<file path="config.mk">
export PLATFORM = sky130hd
export DESIGN_NAME = selective_repeat_receiver
export DESIGN_NICKNAME = d
export VERILOG_FILES = /design/src/design/srr_pkg.sv /design/src/design/selective_repeat_receiver.sv
export SDC_FILE = /design/constraint.sdc
export NUM_CORES = 1
export LEC_CHECK = 0
export BUFFER_PORTS_ARGS = -buffer_cell sky130_fd_sc_hd__buf_2
export CELL_PAD_IN_SITES_DETAIL_PLACEMENT = 1
export CELL_PAD_IN_SITES_GLOBAL_PLACEMENT = 2
export CORE_MARGIN = 2
export CORE_UTILIZATION = 41
export DETAILED_ROUTE_END_ITERATION = 10
export HOLD_SLACK_MARGIN = 0.05
export PLACE_DENSITY = 0.67
export SYNTH_ARGS = -nofsm -noshare
export SYNTH_HDL_FRONTEND = slang
export SYNTH_SLANG_ARGS = --single-unit
</file>
<file path="constraint.sdc">
create_clock -name clk -period 15.3 [get_ports clk]
set_clock_uncertainty 0.2 [all_clocks]
set_input_delay 1.53 -clock clk [delete_from_list [all_inputs] [get_ports clk]]
set_output_delay 1.53 -clock clk [all_outputs]
set_load 0.005 [all_outputs]
</file>
<file path="src/design/srr_pkg.sv">
// Package for the selective repeat receiver: sizes, field structs,
// result codes and controller states. No dependencies.
`default_nettype none

package srr_pkg;

  localparam int WINDOW       = 8;
  localparam int SEQ_BITS     = 8;
  localparam int PAYLOAD_BITS = 64;
  localparam int SLOT_BITS    = (WINDOW > 1) ? $clog2(WINDOW) : 1;

  localparam logic       KIND_ACK     = 1'b0;
  localparam logic       KIND_DELIVER = 1'b1;

  localparam logic [1:0] CLS_NEW      = 2'd0;
  localparam logic [1:0] CLS_DUP      = 2'd1;
  localparam logic [1:0] CLS_OLD      = 2'd2;
  localparam logic [1:0] CLS_BEYOND   = 2'd3;

  typedef struct packed {
    logic [7:0]  seq_number;
    logic        checksum_ok;
    logic [63:0] payload_word;
  } pkt_t;

  typedef struct packed {
    logic        result_kind;
    logic [7:0]  ack_number;
    logic [1:0]  ack_class;
    logic [63:0] delivered_payload;
    logic        last_result;
  } res_t;

  typedef enum logic [1:0] {
    S_IDLE,
    S_ACK,
    S_RD,
    S_DLV
  } state_t;

endpackage

`default_nettype wire

</file>
<file path="src/design/selective_repeat_receiver.sv">
// Selective repeat receiver top level: classification, slot flags,
// payload slot memory and in-order delivery. Depends on srr_pkg.
//
//   channel | direction | handshake            | payload
//   pkt     | in        | pkt_valid, pkt_stall | srr_pkg::pkt_t
//   res     | out       | res_valid, res_stall | srr_pkg::res_t
//
// A packet is taken in S_IDLE and acknowledged from S_ACK once the result
// register is free; each in-order delivery then passes through S_RD for the
// slot memory read and S_DLV to load the result register.
// A corrupt packet is dropped in its accept cycle.
// Reset clears the base, the slot flags and the controller at once.
// A stalled result holds the controller; no packet is taken until the
// last result of the previous one is loaded.
`default_nettype none

module selective_repeat_receiver (
  input  wire logic           clk,
  input  wire logic           rst,
  input  wire logic           pkt_valid,
  output logic                pkt_stall,
  input  wire srr_pkg::pkt_t  pkt,
  output logic                res_valid,
  input  wire logic           res_stall,
  output srr_pkg::res_t       res
);
  import srr_pkg::*;

  state_t                  state, state_next;
  logic [SEQ_BITS-1:0]     base;
  logic [WINDOW-1:0]       rcvd;
  logic [SEQ_BITS-1:0]     cur_seq;
  logic [PAYLOAD_BITS-1:0] cur_pay;
  logic [PAYLOAD_BITS-1:0] mem [WINDOW];
  logic [PAYLOAD_BITS-1:0] rd_data;

  logic [SEQ_BITS-1:0]     offset;
  logic [SEQ_BITS-1:0]     base_plus;
  logic [SLOT_BITS-1:0]    cur_slot, base_slot, next_slot;
  logic [1:0]              cls;
  logic                    out_free, next_set;
  logic                    take, mem_we, mem_re, res_load, rcvd_set, rcvd_clr, base_inc;
  res_t                    res_next;

  assign offset    = cur_seq - base;
  assign base_plus = base + SEQ_BITS'(1);
  assign cur_slot  = SLOT_BITS'(cur_seq % WINDOW);
  assign base_slot = SLOT_BITS'(base % WINDOW);
  assign next_slot = SLOT_BITS'(base_plus % WINDOW);
  assign out_free  = !res_valid || !res_stall;
  assign next_set  = rcvd[next_slot] && (next_slot != base_slot);

  always_comb begin
    priority if (32'(offset) < WINDOW) begin
      cls = rcvd[cur_slot] ? CLS_DUP : CLS_NEW;
    end else if (offset[SEQ_BITS-1]) begin
      cls = CLS_OLD;
    end else begin
      cls = CLS_BEYOND;
    end
  end

  always_comb begin
    state_next = state;
    pkt_stall  = (state != S_IDLE);
    take       = 1'b0;
    mem_we     = 1'b0;
    mem_re     = 1'b0;
    res_load   = 1'b0;
    rcvd_set   = 1'b0;
    rcvd_clr   = 1'b0;
    base_inc   = 1'b0;
    res_next   = '0;
    unique case (state)
      S_IDLE: begin
        if (pkt_valid && pkt.checksum_ok) begin
          take       = 1'b1;
          state_next = S_ACK;
        end
      end
      S_ACK: begin
        if (out_free) begin
          res_load             = 1'b1;
          res_next.result_kind = KIND_ACK;
          res_next.ack_number  = 8'(cur_seq);
          res_next.ack_class   = cls;
          if (cls == CLS_NEW) begin
            mem_we   = 1'b1;
            rcvd_set = 1'b1;
          end
          if (cls == CLS_NEW && cur_seq == base) begin
            res_next.last_result = 1'b0;
            state_next           = S_RD;
          end else begin
            res_next.last_result = 1'b1;
            state_next           = S_IDLE;
          end
        end
      end
      S_RD: begin
        mem_re     = 1'b1;
        state_next = S_DLV;
      end
      S_DLV: begin
        if (out_free) begin
          res_load                   = 1'b1;
          res_next.result_kind       = KIND_DELIVER;
          res_next.delivered_payload = 64'(rd_data);
          res_next.last_result       = !next_set;
          rcvd_clr                   = 1'b1;
          base_inc                   = 1'b1;
          state_next                 = next_set ? S_RD : S_IDLE;
        end
      end
      default: state_next = S_IDLE;
    endcase
  end

  always_ff @(posedge clk) begin
    if (rst) begin
      state <= S_IDLE;
    end else begin
      state <= state_next;
    end
  end

  always_ff @(posedge clk) begin
    if (rst) begin
      base <= '0;
      rcvd <= '0;
    end else begin
      if (base_inc) begin
        base <= base_plus;
      end
      if (rcvd_set) begin
        rcvd[cur_slot] <= 1'b1;
      end
      if (rcvd_clr) begin
        rcvd[base_slot] <= 1'b0;
      end
    end
  end

  always_ff @(posedge clk) begin
    if (take) begin
      cur_seq <= SEQ_BITS'(pkt.seq_number);
      cur_pay <= PAYLOAD_BITS'(pkt.payload_word);
    end
  end

  // slot payload memory, registered read
  always_ff @(posedge clk) begin
    if (mem_we) begin
      mem[cur_slot] <= cur_pay;
    end
    if (mem_re) begin
      rd_data <= mem[base_slot];
    end
  end

  always_ff @(posedge clk) begin
    if (rst) begin
      res_valid <= 1'b0;
    end else if (res_load) begin
      res_valid <= 1'b1;
    end else if (!res_stall) begin
      res_valid <= 1'b0;
    end
  end

  always_ff @(posedge clk) begin
    if (res_load) begin
      res <= res_next;
    end
  end

`ifndef SYNTH
  a_dlv_flagged: assert property (@(posedge clk) disable iff (rst)
    (state == S_DLV) |-> rcvd[base_slot])
    else $error("delivering a slot whose flag is clear");

  a_nonlast_in_drain: assert property (@(posedge clk) disable iff (rst)
    (res_valid && !res.last_result) |-> (state == S_RD || state == S_DLV))
    else $error("non-final result pending outside the delivery run");

  a_base_step: assert property (@(posedge clk) disable iff (rst)
    (base != $past(base)) |-> (base == SEQ_BITS'($past(base) + SEQ_BITS'(1))))
    else $error("window base moved by more than one");
`endif

endmodule

`default_nettype wire
</file>
==> metrics.md <==
| Metric | Value |
|---|---|
| Synth Warn # | 0 |
| Row count | 94 |
| Drt pass-1 iters | 4 |
| Via count | 12,952 |
| Die area | 69,200 um^2 |
| Status | complete, no violations |
| Setup violators final | 0 |
| Worst R2R Path Depth | 9 |
| Clk Latency, worst-skew pair | 610 ps |
| Ranking of synthesized cells by area | edfxtp_1 (79%), mux4_2 (11%), nand2_1 (2.9%) |
| Worst vdd ir | 69.1 uV |
| Initial antenna violation count | 1 |
| Fin. Hold Viols | 0 |
| Num Clock Sinks | 743 |
| Starting Density | 0.416 |
| Least-Margin Pin Slew | 1160 ps |
| Critical Path Sink | mem[4][13]$_DFFE_PP_ |
| Worst setup EP type | flip-flop |
| Tmin final | 5070 ps |
| Routability cong. | 0.716 |
| Pwr dens | 135 nW/um^2 |
| R2r setup slk | 10,230 ps |
| Mapped Nets | 1,448 |
| Critical path start-end classification | flip-flop to flip-flop |
| Final Max Slew Viols | 0 |
| TritonCTS clock tree | built |
| Die height | 263 um |
| Seq/Total Area, Yosys | 0.804 |
| Post-synth top area share | 0.791 |
| Post_cts resized | 0 |
| Post-Route WL | 56,400 um |
| Fmax | 0.197 GHz |
| CP Data Required Time | 15,320 ps |
| DR WL/cell | 22.8 um |
| Syn_area_per_cell | 20.2 um^2 |
| Routed wl met3 | 2020 um |
| Max Cap Viol | 0 |
| Leading area contributor after synthesis | edfxtp_1 |
| Final period utilization | 0.331 |
| EDFF count, synth | 724 |
| Highest-count cells in the layout ignoring fill and taps | edfxtp_1 (724), nand2_1 (210), buf_2 (154) |
| Commonest non-fill, non-tap cell in the layout | edfxtp_1 |
| Clk root buf | clkbuf_16 |
| CP startpoint kind | flip-flop |
| Core area | 66,100 um^2 |
| Num CTS Buffers | 79 |
| Total track usage | 0.167 |
| Starting DRT DRC Count | 829 |
| Hpwl dp | 30,300 um |
| DRC Markers | 0 |
| DRT antenna net count | 0 |
| Origin of the worst setup path | base[1]$_SDFFE_PP0P_ |
| Layout area overhead | 15.5% |
| Critical Path AT | 5090 ps |
| Number of inserted diodes | 0 |
| Fillers | 6,050 |
| First-pass GRT wire length | 87,200 um |
| Pin count of the biggest net entering global routing | 76 |
| Chip width | 263 um |
| CTS Buffer Depth | 3 |
| Top Metal Used | met5 |
| Gr ovfl total | 0 |
| Hold buffers post-CTS | 0 |
| Placed Area | 29,300 um^2 |
| Hold Path Class | flip-flop to flip-flop |
| IO buf count | 154 |
| Cells after Synth | 1,363 |
| FFs w/ async S/R, synth | 0 |
| Post-CTS Setup Bufs | 0 |
| Pleak | 0.0106 uW |
| Reg-to-reg critical path endpoint | mem[4][13]$_DFFE_PP_ |
| Yosys reg bits | 743 |
| H-tree depth | 3 |
| Sum of negative setup slack | 0 ps |
| IO Pins | 155 |
| Via density | 5.23 |
| # nets final | 1,635 |
| Ratio of cells with drive above 1 in the final layout | 0.269 |
| Met1 WL | 25,000 um |
| RSZ-0062 raised after global routing | no |
| Slew HR | 0.228 |
| Synth cell types | 46 |
| Met2 WL | 28,300 um |
| Synth Flop Type | edfxtp_1 |
| Vias in the first global route | 14,112 |
| CP max FO | 67 |
| Worst r2r src | base[1]$_SDFFE_PP0P_ |
| CTS clock-pin slew for the worst setup and hold paths | 60 ps |
| Mapped Area | 27,500 um^2 |
| Post-layout instance area | 31,800 um^2 |
## kinds of logic (layout without fill, tap and decap cells)
family / count (synthesis) / count (layout) / share of synthesized area
buffers and inverters: 76 / 325 / 0.0126
AND/OR/NAND/NOR: 350 / 350 / 0.0588
flip-flops: 743 / 743 / 0.804
XOR/XNOR: 9 / 9 / 0.00287
multiplexers: 134 / 134 / 0.108
adder cells (fa/ha/maj): 8 / 8 / 0.00364
AO/OA/AOI/OAI: 43 / 43 / 0.00965
## where the power goes
group / leakage [uW] / internal [uW] / switching (uW)
clock: 0.00122 / 1090 / 759
sequential: 0.00675 / 2280 / 38.4
combinational: 0.00266 / 43.5 / 68.1
## per-layer routing
layer  up-vias  GRT usage
met4         2     0.0525
met2       253      0.281
met1      6838      0.223
met5         -          0
met3        80     0.0267
li1       5779          -
## cell usage after synthesis (3+ instances only)
cell type	n
edfxtp_1	724
nand2_1	210
mux4_2	130
and3_1	65
clkbuf_1	29
nor2_1	26
buf_2	19
dfxtp_1	19
a21oi_1	13
nand3_1	11
o21ai_0	11
and2_1	9
buf_1	9
inv_1	9
buf_4	8
ha_1	8
xnor2_1	7
nor3_1	6
a31oi_1	5
nand4_1	4
nor2b_1	4
a211oi_1	3
and3b_1	3
mux2i_1	3
## worst min-delay path by stage
| stage | startpoint | end | slack, ps | cells after the start |
|---|---|---|---|---|
| 3_5_place_dp | rcvd[2]$_SDFF_PP0_ | rcvd[2]$_SDFF_PP0_ | 300 | 2 |
| 5_1_grt | rcvd[2]$_SDFF_PP0_ | rcvd[2]$_SDFF_PP0_ | 340 | 2 |
| 4_1_cts | rcvd[2]$_SDFF_PP0_ | rcvd[2]$_SDFF_PP0_ | 310 | 2 |
| 2_1_floorplan | rcvd[6]$_SDFF_PP0_ | rcvd[6]$_SDFF_PP0_ | 240 | 2 |
| 3_3_place_gp | base[5]$_SDFFE_PP0P_ | base[5]$_SDFFE_PP0P_ | 270 | 2 |
| 6_report | base[5]$_SDFFE_PP0P_ | base[5]$_SDFFE_PP0P_ | 310 | 2 |
## registers in the layout, indices dropped and copies added (netlist names)
signal,cells
mem,512
res,76
cur_pay,64
rd_data,64
base,8
cur_seq,8
rcvd,8
state,2
res_valid,1
## area by class of cell
type                       instances  area (um^2)  share of cell area
sequential                       743        22100               0.697
multi-input combinational        544         5110               0.161
clock buffer                     101         2100              0.0662
tap                              864         1080              0.0340
timing repair buffer             173          913              0.0287
clock inverter                    42          395              0.0124
inverter                           9         36.3             0.00114
## through the flow
step	total power (uW)	hold slack, ps	std cells	util	setup slack (ps)
3_3_place_gp	2470	267	2333	0.443	10200
6_report	4280	312	2476	0.481	10230
3_5_place_dp	2480	302	2333	0.443	10180
4_1_cts	4340	312	2476	0.481	10080
5_1_grt	4430	338	2476	0.481	9820
2_1_floorplan	2410	241	1363	-	7960
## worst max-delay path, cell delays in order (launching register included)
cell and delay, ps:
dfxtp_4 1040, inv_1 250, ha_1 400, nand3b_1 160, and4b_1 220, o211ai_1 130, a22oi_2 290, nand2b_2 360
nor2_4 880, buf_4 700
No activity file was read; power rests on OpenSTA's default activity.
